**config.mk**
```make
export PLATFORM = sky130hd
export DESIGN_NAME = trend_amplitude_frequency_meter
export DESIGN_NICKNAME = d
export VERILOG_FILES = /design/src/rtl/tafm_pkg.sv /design/src/rtl/tafm_div.sv /design/src/rtl/trend_amplitude_frequency_meter.sv
export SDC_FILE = /design/constraint.sdc
export NUM_CORES = 1
export LEC_CHECK = 0
export ABC_AREA = 0
export BUFFER_PORTS_ARGS = -buffer_cell sky130_fd_sc_hd__buf_2
export CORE_MARGIN = 2
export CORE_UTILIZATION = 35
export CTS_CLUSTER_DIAMETER = 200
export CTS_CLUSTER_SIZE = 12
export DETAILED_ROUTE_END_ITERATION = 10
export PLACE_DENSITY = 0.6
export SLEW_MARGIN = 10
export SYNTH_ARGS = -nofsm -noshare
export SYNTH_HDL_FRONTEND = slang
export SYNTH_SLANG_ARGS = --single-unit
```
**constraint.sdc**
```tcl
create_clock -name clk -period 6.9 [get_ports clk]
set_input_delay 1.38 -clock clk [delete_from_list [all_inputs] [get_ports clk]]
set_output_delay 1.38 -clock clk [all_outputs]
set_load 0.02 [all_outputs]
```
**src/rtl/tafm_pkg.sv**
```systemverilog
// ----------------------------------------------------------------------------
// Trend amplitude and frequency meter package
// Shared widths, reset values, register indexes, states and the divider
// status bundle.
// ----------------------------------------------------------------------------
package tafm_pkg;

  // Field widths.
  localparam int SampleW = 8;
  localparam int CountW  = 4;
  localparam int PeriodW = 16;
  localparam int AddrW   = 4;
  localparam int DataW   = 32;

  // Register reset values.
  localparam logic               DisplaySelRst = 1'b0;
  localparam logic [CountW-1:0]  ConfirmRst    = 4'd5;
  localparam logic [PeriodW-1:0] NumeratorRst  = 16'd2000;

  // Register indexes, taken from paddr[3:2].
  typedef enum logic [1:0] {
    REG_DISPLAY_SELECT = 2'd0,
    REG_CONFIRM_COUNT  = 2'd1,
    REG_FREQ_NUMERATOR = 2'd2,
    REG_UNUSED         = 2'd3
  } reg_idx_t;

  // Sequencer states.
  typedef enum logic [1:0] {
    ST_IDLE,
    ST_DIV,
    ST_LOAD
  } tafm_state_t;

  // Divider status seen by the sequencer.
  typedef struct packed {
    logic busy;
    logic done;
  } tafm_div_stat_t;

endpackage

```
**src/rtl/tafm_div.sv**
```systemverilog
// ----------------------------------------------------------------------------
// Bit-serial saturating divider
// Restoring division of a 16-bit numerator by a 16-bit divisor, one quotient
// bit per cycle; the quotient is clamped to 255.
// ----------------------------------------------------------------------------
module tafm_div
  import tafm_pkg::*;
(
  input  logic                clk,
  input  logic                rst_n,
  input  logic                start,
  input  logic [PeriodW-1:0]  numerator,
  input  logic [PeriodW-1:0]  divisor,
  output tafm_div_stat_t      stat,
  output logic [SampleW-1:0]  quotient
);

  localparam int StepW = $clog2(PeriodW + 1);

  logic [PeriodW-1:0] work_r, work_nxt;
  logic [PeriodW-1:0] rem_r, rem_nxt;
  logic [PeriodW-1:0] den_r, den_nxt;
  logic [StepW-1:0]   step_r, step_nxt;
  logic               done_r, done_nxt;
  logic [PeriodW:0]   rem_sh;
  logic [PeriodW:0]   rem_sub;

  // One restoring step: shift in the next numerator bit and try the subtract.
  always_comb begin
    rem_sh  = {rem_r, work_r[PeriodW-1]};
    rem_sub = rem_sh - {1'b0, den_r};
    work_nxt = work_r;
    rem_nxt  = rem_r;
    den_nxt  = den_r;
    step_nxt = step_r;
    done_nxt = 1'b0;
    if (start) begin
      work_nxt = numerator;
      rem_nxt  = '0;
      den_nxt  = divisor;
      step_nxt = StepW'(PeriodW);
    end else if (step_r != '0) begin
      if (!rem_sub[PeriodW]) begin
        rem_nxt  = rem_sub[PeriodW-1:0];
        work_nxt = {work_r[PeriodW-2:0], 1'b1};
      end else begin
        rem_nxt  = rem_sh[PeriodW-1:0];
        work_nxt = {work_r[PeriodW-2:0], 1'b0};
      end
      step_nxt = step_r - StepW'(1);
      done_nxt = (step_r == StepW'(1));
    end
  end

  always_ff @(posedge clk) begin
    if (!rst_n) begin
      step_r <= '0;
      done_r <= 1'b0;
    end else begin
      step_r <= step_nxt;
      done_r <= done_nxt;
    end
  end

  // Datapath registers need no reset.
  always_ff @(posedge clk) begin
    work_r <= work_nxt;
    rem_r  <= rem_nxt;
    den_r  <= den_nxt;
  end

  // The quotient bits have fully replaced the numerator once done is seen.
  assign quotient  = (work_r[PeriodW-1:SampleW] != '0) ? '1 : work_r[SampleW-1:0];
  assign stat.busy = (step_r != '0);
  assign stat.done = done_r;

endmodule

```
**src/rtl/trend_amplitude_frequency_meter.sv**
```systemverilog
// ----------------------------------------------------------------------------
// Trend amplitude and frequency meter
// Follows the rising or falling trend of an ADC sample stream and reports
// amplitude and frequency on each sample.
// ----------------------------------------------------------------------------
// Each accepted sample item yields one result item. A sample that does not
// flip the trend to rising goes through the load state before the next one;
// a flip to rising starts the bit-serial divider, one quotient bit per cycle
// over the 16-bit numerator, and waits in the divide state before loading.
// A new sample is taken while the previous result still waits in the output
// register; the result is moved there once that register is free.
// Registers are written through the APB port at byte addresses 0x0
// (display_select), 0x4 (confirm_count) and 0x8 (freq_numerator).
// ----------------------------------------------------------------------------
module trend_amplitude_frequency_meter
  import tafm_pkg::*;
(
  input  logic               clk,
  input  logic               rst_n,
  // Sample channel
  input  logic               in_valid,
  output logic               in_ready,
  input  logic [SampleW-1:0] in_sample,
  // Result channel
  output logic               out_valid,
  input  logic               out_ready,
  output logic [SampleW-1:0] out_amplitude,
  output logic [SampleW-1:0] out_frequency,
  output logic [SampleW-1:0] out_shown_value,
  output logic               out_trend_rising,
  // Configuration port
  input  logic               psel,
  input  logic               penable,
  input  logic               pwrite,
  input  logic [AddrW-1:0]   paddr,
  input  logic [DataW-1:0]   pwdata,
  output logic [DataW-1:0]   prdata,
  output logic               pready
);

  // Configuration registers.
  logic               disp_sel_r;
  logic [CountW-1:0]  confirm_r;
  logic [PeriodW-1:0] numer_r;
  logic               cfg_wr;
  reg_idx_t           cfg_idx;

  // Tracking state.
  logic [SampleW-1:0] prev_r;
  logic               trend_r;
  logic [CountW-1:0]  move_r;
  logic [SampleW-1:0] peak_r;
  logic [SampleW-1:0] valley_r;
  logic [SampleW-1:0] amp_hold_r;
  logic [SampleW-1:0] freq_hold_r;
  logic [PeriodW-1:0] period_r;

  // Output register.
  logic               out_valid_r;
  logic [SampleW-1:0] out_amp_r;
  logic [SampleW-1:0] out_freq_r;
  logic [SampleW-1:0] out_shown_r;
  logic               out_trend_r;

  // Sequencer.
  tafm_state_t        state_r, state_nxt;
  logic               accept;
  logic               div_start;
  logic               load_out;
  tafm_div_stat_t     div_stat;
  logic [SampleW-1:0] div_quo;

  // Per-sample update terms.
  logic [PeriodW-1:0] period_inc;
  logic               rise_move;
  logic               fall_move;
  logic [CountW:0]    move_inc;
  logic               reach;
  logic               flip_up;
  logic               flip_down;

  // APB access; writes land on the access cycle.
  assign pready  = 1'b1;
  assign cfg_wr  = psel & penable & pwrite;
  assign cfg_idx = reg_idx_t'(paddr[AddrW-1:2]);

  always_ff @(posedge clk) begin
    if (!rst_n) begin
      disp_sel_r <= DisplaySelRst;
      confirm_r  <= ConfirmRst;
      numer_r    <= NumeratorRst;
    end else if (cfg_wr) begin
      case (cfg_idx)
        REG_DISPLAY_SELECT: disp_sel_r <= pwdata[0];
        REG_CONFIRM_COUNT:  confirm_r  <= pwdata[CountW-1:0];
        REG_FREQ_NUMERATOR: numer_r    <= pwdata[PeriodW-1:0];
        default: ;
      endcase
    end
  end

  always_comb begin
    case (cfg_idx)
      REG_DISPLAY_SELECT: prdata = {{(DataW-1){1'b0}}, disp_sel_r};
      REG_CONFIRM_COUNT:  prdata = {{(DataW-CountW){1'b0}}, confirm_r};
      REG_FREQ_NUMERATOR: prdata = {{(DataW-PeriodW){1'b0}}, numer_r};
      default:            prdata = '0;
    endcase
  end

  // Trend tracking terms for the incoming sample.
  always_comb begin
    period_inc = (period_r != '1) ? period_r + PeriodW'(1) : period_r;
    rise_move  = (in_sample > prev_r) && !trend_r;
    fall_move  = (in_sample < prev_r) && trend_r;
    move_inc   = {1'b0, move_r} + (CountW+1)'(1);
    reach      = (move_inc >= {1'b0, confirm_r});
    flip_up    = rise_move && reach;
    flip_down  = fall_move && reach;
  end

  assign accept = in_valid && in_ready;

  // Tracking state update on each accepted item; the frequency hold takes the divider result.
  always_ff @(posedge clk) begin
    if (!rst_n) begin
      prev_r      <= '0;
      trend_r     <= 1'b1;
      move_r      <= '0;
      peak_r      <= '0;
      valley_r    <= '0;
      amp_hold_r  <= '0;
      freq_hold_r <= '0;
      period_r    <= '0;
    end else begin
      if (accept) begin
        prev_r   <= in_sample;
        period_r <= flip_up ? '0 : period_inc;
        if (rise_move) begin
          if (move_r == '0) valley_r <= in_sample;
        end
        if (fall_move) begin
          if (move_r == '0) peak_r <= in_sample;
        end
        if (rise_move || fall_move) begin
          move_r <= reach ? '0 : move_inc[CountW-1:0];
        end
        if (flip_up) trend_r <= 1'b1;
        if (flip_down) begin
          trend_r    <= 1'b0;
          amp_hold_r <= (move_r == '0) ? in_sample - valley_r : peak_r - valley_r;
        end
      end
      // The divider result lands once its last bit is in.
      if (state_r == ST_DIV && div_stat.done) begin
        freq_hold_r <= div_quo;
      end
    end
  end

  // Divider for the frequency on a flip to rising.
  tafm_div u_div (
    .clk       (clk),
    .rst_n     (rst_n),
    .start     (div_start),
    .numerator (numer_r),
    .divisor   (period_inc),
    .stat      (div_stat),
    .quotient  (div_quo)
  );

  // Next state.
  always_comb begin
    state_nxt = state_r;
    case (state_r)
      ST_IDLE: begin
        if (in_valid) state_nxt = flip_up ? ST_DIV : ST_LOAD;
      end
      ST_DIV: begin
        if (div_stat.done) state_nxt = ST_LOAD;
      end
      ST_LOAD: begin
        if (!out_valid_r || out_ready) state_nxt = ST_IDLE;
      end
      default: state_nxt = ST_IDLE;
    endcase
  end

  // Sequencer outputs.
  always_comb begin
    in_ready  = 1'b0;
    div_start = 1'b0;
    load_out  = 1'b0;
    case (state_r)
      ST_IDLE: begin
        in_ready  = 1'b1;
        div_start = in_valid && flip_up;
      end
      ST_DIV: ;
      ST_LOAD: load_out = !out_valid_r || out_ready;
      default: ;
    endcase
  end

  always_ff @(posedge clk) begin
    if (!rst_n) begin
      state_r <= ST_IDLE;
    end else begin
      state_r <= state_nxt;
    end
  end

  // Output register; it holds one result item until taken.
  always_ff @(posedge clk) begin
    if (!rst_n) begin
      out_valid_r <= 1'b0;
    end else if (load_out) begin
      out_valid_r <= 1'b1;
    end else if (out_ready) begin
      out_valid_r <= 1'b0;
    end
  end

  always_ff @(posedge clk) begin
    if (load_out) begin
      out_amp_r   <= amp_hold_r;
      out_freq_r  <= freq_hold_r;
      out_shown_r <= disp_sel_r ? freq_hold_r : amp_hold_r;
      out_trend_r <= trend_r;
    end
  end

  assign out_valid        = out_valid_r;
  assign out_amplitude    = out_amp_r;
  assign out_frequency    = out_freq_r;
  assign out_shown_value  = out_shown_r;
  assign out_trend_rising = out_trend_r;

endmodule
```
Word level (Yosys, flattened, before mapping)

Index checks and enable logic that the tools add are counted.

Register bits: 164
Word-level logic and storage cells: 100
Output and inout bits: 60

Bitwise logic cells: 4
Add/sub/neg operators: 6
$lt $le $gt $ge: 3
Equality and inequality tests: 9
Multiplexer cells: 25
Reductions and logical operators: 30

Operators with widths:

| kind                    | number |
|---|---|
| $mux W16                | 5 |
| $pmux W16 S3            | 1 |
| $mux W8                 | 3 |
| $sub A17 B16 Y17        | 1 |
| $add A16 B1 Y16 const B | 1 |
| $ne A16 B16 Y1 const B  | 1 |
| $sub A8 B8 Y8           | 2 |
| $reduce_and A2 Y1       | 6 |
| $mux W5                 | 2 |
| $reduce_and A3 Y1       | 3 |
| $gt A8 B8 Y1            | 1 |
| $lt A8 B8 Y1            | 1 |
| $mux W1                 | 8 |
| $mux W2                 | 4 |
| $reduce_bool A8 Y1      | 1 |
| $logic_and A1 B1 Y1     | 7 |
| $pmux W2 S3             | 1 |
| $reduce_bool A2 Y1      | 3 |
| $add A4 B1 Y5 const B   | 1 |
| $eq A5 B1 Y1 const B    | 1 |
| $ge A5 B4 Y1            | 1 |
| $reduce_bool A5 Y1      | 1 |
| $sub A5 B1 Y5 const B   | 1 |
| $eq A2 B1 Y1 const B    | 2 |
| other kinds (12)        | 19 |

Logic depth before layout (Yosys ltp)

Gate-level depths: netlist (run 1).

Depth after elaboration: 6
Depth in mapped cells: 15
Gate-level depth less buffers: 14

Cells and area by module

Synthesis (run 1) repeated with hierarchy kept, for this count alone.

Cells, all modules: 893
Area, all modules: 8813.5 µm²

Modules (own cells, without submodules):

| module                          | cells an instance | area each (µm²) | instances | sequential area each (µm²) |
|---|---|---|---|---|
| trend_amplitude_frequency_meter | 573               | 5647.9          | 1         | 2452.4 |
| tafm_div                        | 320               | 3165.5          | 1         | 1401.3 |

Worst setup path after synthesis (run 1)

OpenSTA, ideal clock, no wires.

Path kind: input -> output
Start point: in paddr[3]
End point: out prdata[0]
Stages on the path: 4
Data arrival time: 2.209 ns
Slack: 3.311 ns
Data required time: 5.520 ns
Path buffers: 1
Cell sequence: nor2b_1 > clkbuf_1 > nand2_1 > o21ai_0

Word-level cells in the longest chain between the ends: 2

Ends and longest elaborated chain:

| element                              | RTL line                               | source |
|---|---|---|
| from (decl)                          | trend_amplitude_frequency_meter.sv:35  | `input logic [AddrW-1:0] paddr,` |
| $eq A2 B2 Y1 (tied with other cells) | trend_amplitude_frequency_meter.sv:103 | `case (cfg_idx)` |
| $pmux W16 S3 (*)                     | trend_amplitude_frequency_meter.sv:103 |  |
| to (decl)                            | trend_amplitude_frequency_meter.sv:37  | `output logic [DataW-1:0] prdata,` |

Mark *: on every way between the ends. The rest lies on a longest branch, timed or not.

Worst setup path in the final report (run 1)

Start point: in paddr[3]
End point: out prdata[3]

The elaborated chain is that of the path after synthesis.

==> results of run 1 <==
state kept, by name, indices dropped and copies added (netlist names), 5 cells and up:
name             count
out_amplitude        8
valley_r             8
u_div.den_r         16
freq_hold_r          8
prev_r               8
peak_r               8
period_r            16
out_frequency        8
u_div.step_r         5
numer_r             16
out_shown_value      8
u_div.work_r        16
u_div.rem_r         16
amp_hold_r           8
per-stage QoR:
step / worst slack [ps] / hold WS [ps] / cells / total power [W]
2_1_floorplan: 3310 / 419 / 899 / 0.00193
3_3_place_gp: 2670 / 445 / 1242 / 0.00208
3_5_place_dp: 2670 / 451 / 1242 / 0.00210
4_1_cts: 2650 / 467 / 1274 / 0.00309
5_1_grt: 2520 / 481 / 1274 / 0.00324
6_report: 2680 / 466 / 1274 / 0.00306
layer usage:
metal  share of wire (%)  GRT usage [%]  wire length [um]
met3                 2.8           2.81               499
met4                 1.1           3.89               192
met1                  48           18.6              8620
met2                  49           24.7              8800
met5                   0              0                 0
logic make-up (layout without fill, tap and decap cells):
group	Yosys count	count (layout)	share of synthesized area, %
xor gates and xnor gates	34	34	3.49
other	2	17	0.0880
muxes	72	72	8.93
and+or+nand+nor	284	284	16.9
adders and majority gates	43	43	6.48
buffers and inverters	114	165	6.21
DFF	164	164	45.2
AOI/OAI and AO/OA	171	171	12.7
placed cells by master (no fill, tap or decap), drive strengths merged, types with 4 or more instances in the layout:
master	synthesis	final
a21boi	22	22
ha	41	41
mux2i	39	39
nand2b	5	5
nand2	89	89
and3	9	9
xnor2	21	21
edfxtp	57	57
nor3	16	16
buf	37	80
nand4	12	12
dfxtp	107	107
clkbuf	24	17
mux2	33	33
o21a	4	4
o21ai	48	48
nor2b	41	41
a21oi	46	46
o211ai	9	9
a31oi	6	6
inv	53	62
or3	5	5
xor2	13	13
nor2	40	40
nand3	38	38
a211oi	4	4
and3b	4	4
and2	14	14
a22oi	11	11
conb	2	17
layout make-up:
| class | instances | share of cell area, % |
|---|---|---|
| sequential | 164 | 39.8 |
| tap | 324 | 4.18 |
| clock inverter | 15 | 1.92 |
| multi-input combinational | 621 | 43.4 |
| timing repair buffer | 80 | 4.26 |
| clock buffer | 17 | 4.39 |
| inverter | 53 | 2.05 |
final timing paths:
kind / startpoint / endpoint / slack [ps] / depth (start not counted)
worst max-delay path: paddr[3] / prdata[3] / 2680 / 4
worst min-delay path: prev_r[7]$_SDFFE_PN0P_ / prev_r[7]$_SDFFE_PN0P_ / 470 / 2
worst max register to register: u_div.work_r[15]$_DFFE_PP_ / u_div.rem_r[0]$_SDFFE_PP0P_ / 3360 / 12
worst min register to register: prev_r[7]$_SDFFE_PN0P_ / prev_r[7]$_SDFFE_PN0P_ / 470 / 2
critical path: cells and delay by family:
family                 cells  cell delay (ps)
and+or+nand+nor            1              880
buffers and inverters      2              280
AOI/OAI and AO/OA          1              290
power by group through the flow:
stage / sequential [W] / combinational [W] / clock (W)
CTS: 0.00127 / 0.000820 / 0.00100
global placement: 0.00128 / 0.000800 / 0
detailed placement: 0.00128 / 0.000818 / 0
finish: 0.00127 / 0.000814 / 0.000979
floorplan: 0.00126 / 0.000666 / 0
global route: 0.00128 / 0.000918 / 0.00104
==> report_table.html, run 1 <==
<table>
<tr><th>Metric</th><th>Value</th></tr>
<tr><th colspan="2">Finish</th></tr>
<tr><td>Reg area</td><td>approximately 3900 um^2</td></tr>
<tr><td>Cell area after layout</td><td>a little under 10,000 um^2</td></tr>
<tr><td># fillers</td><td>2,448</td></tr>
<tr><td>Number of nets in the layout</td><td>between 1,000 and 1,500</td></tr>
<tr><td>Number of inserted diodes</td><td>0</td></tr>
<tr><td>Multi-input gate area</td><td>4210 um^2</td></tr>
<tr><td>Area growth, synth to finish</td><td>13.6%</td></tr>
<tr><td>Fraction of layout cells with a size suffix above 1</td><td>~16%</td></tr>
<tr><td>Post-layout util</td><td>between 40% and 50%</td></tr>
<tr><th colspan="2">Timing</th></tr>
<tr><td>Fin Setup TNS</td><td>0 ps</td></tr>
<tr><td>Setup repair after global routing missed its margin</td><td>false</td></tr>
<tr><td>Final period util</td><td>between 60% and 70%</td></tr>
<tr><td>Transition at the pin with the smallest max-transition slack</td><td>~1100 ps</td></tr>
<tr><td>Number of failing setup endpoints in the final timing report</td><td>0</td></tr>
<tr><td>Maximum clock frequency</td><td>about 240 MHz</td></tr>
<tr><td>Final Hold Viols</td><td>0</td></tr>
<tr><td>Max Transition Viols Final</td><td>0</td></tr>
<tr><td>Layout Skew</td><td>15.1 ps</td></tr>
<tr><td>Worst rel slew slack</td><td>25.1%</td></tr>
<tr><td>Final min period</td><td>4220 ps</td></tr>
<tr><th colspan="2">Global routing</th></tr>
<tr><td>Total global routing track utilization</td><td>14.4%</td></tr>
<tr><td>Vias in the first global route</td><td>5,867</td></tr>
<tr><td>Wire length of the first global-routing pass</td><td>30.1 mm</td></tr>
<tr><td>Largest net degree at the start of global routing</td><td>96</td></tr>
<tr><td>Residual overflow from global routing</td><td>0</td></tr>
<tr><td>Number of antenna violations at the first check in global routing</td><td>0</td></tr>
<tr><th colspan="2">Placed design</th></tr>
<tr><td>Routability-driven placement congestion ratio</td><td>slightly below 0.8</td></tr>
<tr><td>Count of port buffers added during placement</td><td>75</td></tr>
<tr><td>Dpl cell area</td><td>between 9000 and 10,000 um^2</td></tr>
<tr><td>Post-detailed-placement half-perimeter wirelength</td><td>roughly 13 mm</td></tr>
<tr><th colspan="2">Floorplan</th></tr>
<tr><td>DIE AREA</td><td>25,600 um^2</td></tr>
<tr><td>Die height</td><td>~160 um</td></tr>
<tr><td>Ports</td><td>111</td></tr>
<tr><td>Die span in x</td><td>between 150 and 200 um</td></tr>
<tr><td>Initial standard-cell utilization of the core</td><td>around 35%</td></tr>
<tr><td>Standard-cell row count</td><td>between 50 and 60</td></tr>
<tr><td>Placeable core region</td><td>24,100 um^2</td></tr>
<tr><th colspan="2">Clock network</th></tr>
<tr><td>Clock tree from TritonCTS</td><td>done</td></tr>
<tr><td>Clock transition time at the flip-flop clock pins of the worst setup and hold paths</td><td>~70 ps</td></tr>
<tr><td>H-Tree Depth</td><td>4</td></tr>
<tr><td>Post-CTS Resized</td><td>0</td></tr>
<tr><td>CTS Root Cell</td><td>clkbuf_16</td></tr>
<tr><td>Buffers inserted by post-CTS timing repair</td><td>0</td></tr>
<tr><td>CTS Sinks</td><td>164</td></tr>
<tr><td>Number of CTS-inserted buffers</td><td>17</td></tr>
<tr><td>Insertion delay of the later-clocked pin in the worst-skew pair</td><td>about 430 ps</td></tr>
<tr><td>Hold buffer count at CTS</td><td>0</td></tr>
<tr><td>Max Root-Sink Buffers</td><td>2</td></tr>
<tr><th colspan="2">Critical path</th></tr>
<tr><td>Highest fanout seen on the critical path</td><td>17</td></tr>
<tr><td>Critical-path cell list</td><td>buf_2, nor2b_1, a22o_1, buf_2</td></tr>
<tr><td>Crit path capture type</td><td>output pin</td></tr>
<tr><td>Delay of the slowest cell on the worst path</td><td>between 800 and 900 ps</td></tr>
<tr><td>Cell mode on critical path</td><td>buf_2</td></tr>
<tr><td>Required time of the critical path</td><td>5520 ps</td></tr>
<tr><td>Signal arrival time at the worst endpoint</td><td>about 2800 ps</td></tr>
<tr><td>Slowest CP cell</td><td>nor2b_1</td></tr>
<tr><td>Path type of the worst setup path</td><td>in -&gt; out</td></tr>
<tr><td>Critical path launch point type</td><td>primary input</td></tr>
<tr><th colspan="2">Routing</th></tr>
<tr><td>Via count</td><td>6,187</td></tr>
<tr><td>Post-DR vias/cell</td><td>approximately 5</td></tr>
<tr><td>Number of nets with antenna violations after detailed routing</td><td>0</td></tr>
<tr><td>DRT iter0 DRCs</td><td>295</td></tr>
<tr><td>Number of iterations in the first detailed-routing pass</td><td>7</td></tr>
<tr><td>DRC</td><td>0</td></tr>
<tr><td>Sum of routed wire length over all layers</td><td>18.1 mm</td></tr>
<tr><td>Drt wl/cell</td><td>about 14 um</td></tr>
<tr><th colspan="2">Power and ir drop</th></tr>
<tr><td>Power share of the clock group</td><td>32.0%</td></tr>
<tr><td>Internal Dissipation</td><td>a little over 0.002 W</td></tr>
<tr><td>Sequential share of power</td><td>41.4%</td></tr>
<tr><td>Power Density</td><td>316 nW/um^2</td></tr>
<tr><td>Switching power share of the total</td><td>32.4%</td></tr>
<tr><td>Comb pwr share</td><td>between 20% and 30%</td></tr>
<tr><td>Worst VDD drop</td><td>approximately 0.18 mV</td></tr>
<tr><td>Total leakage power</td><td>~4 nW</td></tr>
<tr><td>Total net switching power</td><td>a little under 0.001 W</td></tr>
<tr><th colspan="2">Yosys</th></tr>
<tr><td>Cell count after synthesis</td><td>about 880</td></tr>
<tr><td>Post-synthesis cell type count</td><td>61</td></tr>
<tr><td>Most common flop cell mapped by yosys</td><td>dfxtp_1</td></tr>
<tr><td>List of most frequent post-synthesis cells</td><td>dfxtp_1, nand2_1, edfxtp_1, inv_1, a21oi_1</td></tr>
<tr><td>Share of the yosys chip area belonging to registers</td><td>45.2%</td></tr>
<tr><td>Dominant cell type by area after synthesis</td><td>dfxtp_1</td></tr>
<tr><td>Most frequent cell after synthesis</td><td>dfxtp_1</td></tr>
<tr><td>Yosys warns</td><td>0</td></tr>
<tr><td>Area contributors post-synth</td><td>dfxtp_1, edfxtp_1, ha_1</td></tr>
<tr><td>Yosys top cell area share</td><td>between 20% and 30%</td></tr>
<tr><td>Number of synthesized flops with an enable pin</td><td>57</td></tr>
<tr><td>Cell area after technology mapping</td><td>8530 um^2</td></tr>
<tr><td>Number of register bits inferred by synthesis</td><td>164</td></tr>
<tr><td>Syn_area_per_cell</td><td>between 9 and 10 um^2</td></tr>
<tr><td>Async set or reset register ratio after synthesis</td><td>0%</td></tr>
<tr><th colspan="2">Worst hold path</th></tr>
<tr><td>Class of the worst hold path</td><td>reg -&gt; reg</td></tr>
<tr><th colspan="2">Status</th></tr>
<tr><td>Result of the run</td><td>finished, final reports clean</td></tr>
<tr><th colspan="2">Run</th></tr>
<tr><td>Max-cap violation count</td><td>0</td></tr>
</table>
No activity file was read; power rests on OpenSTA's default activity.
==> run 2, diff against run 1 <==
ABC_AREA = 1   (was 0)
clock period = 4.2 ns   (was 6.9 ns; I/O delays follow)
==> run 2 against run 1 <==
  * First-iteration DRC count rose by 34%
  * Flip-flop and latch count unchanged
  * Clock-buffer cell count up 1
  * Worst hold slack lost 17 ps
  * Final cell count is 24% higher
  * Combinational power increased to 2.9 times the previous value
  * Die area rose by 6.2%
  * Sequential power rose by 69%
  * Sequential share of layout area is 2.1 points lower
  * Clock skew is 6.9 ps higher
  * Final area increased by 5.7%
==> report_table.html, run 2 <==
<table>
<tr><th>Metric</th><th>Value</th></tr>
<tr><th colspan="2">Status</th></tr>
<tr><td>Result of the run</td><td>finished, final reports clean</td></tr>
<tr><th colspan="2">Global routing</th></tr>
<tr><td>Vias in the first global route</td><td>6,914 (+18%)</td></tr>
<tr><td>Total global routing track utilization</td><td>15.2% (+0.80 points)</td></tr>
<tr><td>Number of antenna violations at the first check in global routing</td><td>1 (+1)</td></tr>
<tr><td>Wire length of the first global-routing pass</td><td>33.2 mm (+10%)</td></tr>
<tr><td>Residual overflow from global routing</td><td>0 (unchanged)</td></tr>
<tr><td>Largest net degree at the start of global routing</td><td>55 (-43%)</td></tr>
<tr><th colspan="2">Critical path</th></tr>
<tr><td>Buffers &amp; Inverters on Critical Path</td><td>3 (+1)</td></tr>
<tr><td>Path type of the worst setup path</td><td>reg -&gt; reg</td></tr>
<tr><td>Required time of the critical path</td><td>4520 ps (-1000 ps)</td></tr>
<tr><td>Delay of the slowest cell on the worst path</td><td>420 ps (-460 ps)</td></tr>
<tr><td>Signal arrival time at the worst endpoint</td><td>3010 ps (+170 ps)</td></tr>
<tr><td>Category of cells accounting for the largest share of critical-path delay</td><td>adder cells</td></tr>
<tr><td>Crit path capture type</td><td>register</td></tr>
<tr><td>Critical path launch point type</td><td>register</td></tr>
<tr><td>Slowest CP cell</td><td>dfxtp_1</td></tr>
<tr><td>Critical-path cell list</td><td>inv_1, ha_1, nand2_1, inv_2, o21ai_0, ha_1, inv_1, fa_1, nand4_1, nand3_1, xnor2_1, nand3_1, nand2_1, a21oi_1</td></tr>
<tr><td>Highest fanout seen on the critical path</td><td>15 (-2)</td></tr>
<tr><th colspan="2">Yosys</th></tr>
<tr><td>Async set or reset register ratio after synthesis</td><td>0% (unchanged)</td></tr>
<tr><td>Number of register bits inferred by synthesis</td><td>164 (unchanged)</td></tr>
<tr><td>Syn_area_per_cell</td><td>7.73 um^2 (-20%)</td></tr>
<tr><td>Yosys warns</td><td>0 (unchanged)</td></tr>
<tr><td>Area contributors post-synth</td><td>dfxtp_1, edfxtp_1, nand2_1</td></tr>
<tr><td>Post-synthesis cell type count</td><td>48 (-21%)</td></tr>
<tr><td>Most frequent cell after synthesis</td><td>nand2_1</td></tr>
<tr><td>Share of the yosys chip area belonging to registers</td><td>42.5% (-2.7 points)</td></tr>
<tr><td>List of most frequent post-synthesis cells</td><td>nand2_1, inv_1, nor2_1, dfxtp_1, nand3_1</td></tr>
<tr><td>Cell count after synthesis</td><td>1,173 (+33%)</td></tr>
<tr><td>Most common flop cell mapped by yosys</td><td>dfxtp_1</td></tr>
<tr><td>Number of synthesized flops with an enable pin</td><td>57 (unchanged)</td></tr>
<tr><td>Cell area after technology mapping</td><td>9070 um^2 (+6.3%)</td></tr>
<tr><td>Dominant cell type by area after synthesis</td><td>dfxtp_1</td></tr>
<tr><td>Yosys top cell area share</td><td>23.6% (-1.5 points)</td></tr>
<tr><th colspan="2">Finish</th></tr>
<tr><td>Leading cell types in the layout, fill and taps excluded</td><td>nand2_1, inv_1, nor2_1</td></tr>
<tr><td>Post-layout util</td><td>40.4% (+0.23 points)</td></tr>
<tr><td>Multi-input gate area</td><td>4360 um^2 (+3.5%)</td></tr>
<tr><td>Fraction of layout cells with a size suffix above 1</td><td>14.5% (-1.6 points)</td></tr>
<tr><td>Number of nets in the layout</td><td>1,334 (+29%)</td></tr>
<tr><td>Most common cell after layout, fill and taps aside</td><td>nand2_1</td></tr>
<tr><td>Cell area after layout</td><td>10,200 um^2 (+5.7%)</td></tr>
<tr><td>Reg area</td><td>3850 um^2 (unchanged)</td></tr>
<tr><td>Area growth, synth to finish</td><td>12.9%</td></tr>
<tr><td># fillers</td><td>2,608 (+6.5%)</td></tr>
<tr><th colspan="2">Timing</th></tr>
<tr><td>Worst rel slew slack</td><td>16.6% (-8.4 points)</td></tr>
<tr><td>Fin Setup TNS</td><td>0 ps (unchanged)</td></tr>
<tr><td>Layout Skew</td><td>22.0 ps (+6.87 ps)</td></tr>
<tr><td>Maximum clock frequency</td><td>372 MHz</td></tr>
<tr><td>Worst hold margin</td><td>449 ps (-16.9 ps)</td></tr>
<tr><td>Final period util</td><td>approximately 64%</td></tr>
<tr><td>Final Hold Viols</td><td>0 (unchanged)</td></tr>
<tr><td>Setup repair after global routing missed its margin</td><td>false</td></tr>
<tr><td>Final min period</td><td>2690 ps</td></tr>
<tr><td>Transition at the pin with the smallest max-transition slack</td><td>1240 ps (+122 ps)</td></tr>
<tr><td>Max Transition Viols Final</td><td>0 (unchanged)</td></tr>
<tr><td>Number of failing setup endpoints in the final timing report</td><td>0 (unchanged)</td></tr>
<tr><th colspan="2">Routing</th></tr>
<tr><td>Drt wl/cell</td><td>12.6 um (-11%)</td></tr>
<tr><td>DRC</td><td>0 (unchanged)</td></tr>
<tr><td>Number of nets with antenna violations after detailed routing</td><td>0 (unchanged)</td></tr>
<tr><td>Number of iterations in the first detailed-routing pass</td><td>5 (-2)</td></tr>
<tr><td>DRT iter0 DRCs</td><td>396 (+34%)</td></tr>
<tr><td>Post-DR vias/cell</td><td>4.63 (-4.7%)</td></tr>
<tr><td>Via count</td><td>7,331 (+18%)</td></tr>
<tr><td>Sum of routed wire length over all layers</td><td>20.0 mm (+10%)</td></tr>
<tr><th colspan="2">Floorplan</th></tr>
<tr><td>Placeable core region</td><td>25,300 um^2 (+5.1%)</td></tr>
<tr><td>Initial standard-cell utilization of the core</td><td>35.8% (+0.43 points)</td></tr>
<tr><td>Die span in x</td><td>165 um (+3.0%)</td></tr>
<tr><td>Ports</td><td>111 (unchanged)</td></tr>
<tr><td>Die height</td><td>165 um (+3.0%)</td></tr>
<tr><td>DIE AREA</td><td>27,200 um^2 (+6.2%)</td></tr>
<tr><td>Standard-cell row count</td><td>58 (+1.8%)</td></tr>
<tr><th colspan="2">Clock network</th></tr>
<tr><td>Buffers inserted by post-CTS timing repair</td><td>0 (unchanged)</td></tr>
<tr><td>Number of CTS-inserted buffers</td><td>17 (unchanged)</td></tr>
<tr><td>Clock transition time at the flip-flop clock pins of the worst setup and hold paths</td><td>70 ps (about the same)</td></tr>
<tr><td>H-Tree Depth</td><td>4 (unchanged)</td></tr>
<tr><td>Max Root-Sink Buffers</td><td>2 (unchanged)</td></tr>
<tr><td>Post-CTS Resized</td><td>0 (unchanged)</td></tr>
<tr><td>CTS Sinks</td><td>164 (unchanged)</td></tr>
<tr><td>Insertion delay of the later-clocked pin in the worst-skew pair</td><td>430 ps (about the same)</td></tr>
<tr><td>CTS Root Cell</td><td>clkbuf_16</td></tr>
<tr><td>Clock tree from TritonCTS</td><td>done</td></tr>
<tr><td>Hold buffer count at CTS</td><td>0 (unchanged)</td></tr>
<tr><th colspan="2">Run</th></tr>
<tr><td>Max-cap violation count</td><td>0 (unchanged)</td></tr>
<tr><th colspan="2">Power and ir drop</th></tr>
<tr><td>Total leakage power</td><td>4.68 nW (+18%)</td></tr>
<tr><td>Power Density</td><td>582 nW/um^2 (+84%)</td></tr>
<tr><td>Worst VDD drop</td><td>0.264 mV (+48%)</td></tr>
<tr><th colspan="2">Placed design</th></tr>
<tr><td>Count of port buffers added during placement</td><td>75 (unchanged)</td></tr>
<tr><td>Routability-driven placement congestion ratio</td><td>0.874 (+11%)</td></tr>
<tr><td>Post-detailed-placement half-perimeter wirelength</td><td>14.9 mm (+16%)</td></tr>
<tr><td>Dpl cell area</td><td>9670 um^2 (+6.5%)</td></tr>
<tr><th colspan="2">Worst hold path</th></tr>
<tr><td>Class of the worst hold path</td><td>reg -&gt; reg</td></tr>
</table>
run 2: changes by cell type after synthesis, sizes merged, moves of 12 or more:
cell	delta
mux2i	-39
a21oi	+29
mux2	-28
nand3	+45
o21ai	+32
inv	+115
clkbuf	-12
a21boi	-22
nor2	+90
nor2b	-41
nand2	+205
run 2: cell type report:
type / instances / area share, %
flip-flops and latches: 164 / 37.6
diodes: 1 / 0.0244
clock inverters: 14 / 1.36
repair buffers: 79 / 3.96
inverters: 171 / 6.27
well taps: 330 / 4.03
clock buffers: 18 / 4.19
multi-input cells: 807 / 42.5
run 2: worst reg2reg max path: stages (launching register included):
cell     delay, ps
dfxtp_1        420
inv_1           70
ha_1           190
nand2_1        380
inv_2          150
o21ai_0        190
ha_1           160
inv_1           60
fa_1           420
nand4_1        120
nand3_1         80
xnor2_1        140
nand3_1        100
nand2_1         70
a21oi_1         40
run 2: worst paths after layout:
check | start | endpoint | slack, ps | depth (start not counted)
hold reg to reg | amp_hold_r[6]$_SDFFE_PN0P_ | out_amplitude[6]$_DFFE_PP_ | 450 | 0
setup / recovery | move_r[0]$_SDFFE_PN0P_ | amp_hold_r[6]$_SDFFE_PN0P_ | 1510 | 14
hold / removal | amp_hold_r[6]$_SDFFE_PN0P_ | out_amplitude[6]$_DFFE_PP_ | 450 | 0
setup reg to reg | move_r[0]$_SDFFE_PN0P_ | amp_hold_r[6]$_SDFFE_PN0P_ | 1510 | 14
run 2: metrics by stage:
step | setup slack [ps] | cells | total power (W)
global placement | 1320 | 1551 | 0.00445
detailed placement | 1300 | 1551 | 0.00450
CTS | 1480 | 1583 | 0.00602
floorplan | 1140 | 1188 | 0.00400
global route | 1240 | 1584 | 0.00648
finish | 1510 | 1584 | 0.00596
run 2: metal layers:
| layer | up-vias | track usage, % | wire [um] |
|---|---|---|---|
| met5 | - | 0 | 0 |
| met2 | 116 | 24.7 | 9450 |
| li1 | 3878 | - | - |
| met3 | 14 | 3.11 | 660 |
| met1 | 3323 | 20.7 | 9710 |
| met4 | 0 | 3.83 | 186 |
run 2: cell families (layout without fill, tap and decap cells):
kind of cell | after synthesis | after routing | share of synthesized area (%)
XOR/XNOR | 28 | 28 | 2.70
adder cells (fa/ha/maj) | 43 | 43 | 6.10
flip-flops | 164 | 164 | 42.5
buffers and inverters | 217 | 282 | 10.2
AND/OR/NAND/NOR | 541 | 541 | 27.5
multiplexers | 5 | 5 | 0.621
other | 2 | 18 | 0.0828
AO/OA/AOI/OAI | 173 | 173 | 10.3
run 2: power by group:
part | total [W] | switching (W) | leakage (nW) | internal [W]
sequential | 0.00214 | 0.000186 | 1.45 | 0.00195
combinational | 0.00232 | 0.00148 | 2.94 | 0.000834
clock | 0.00151 | 0.000717 | 0.283 | 0.000793
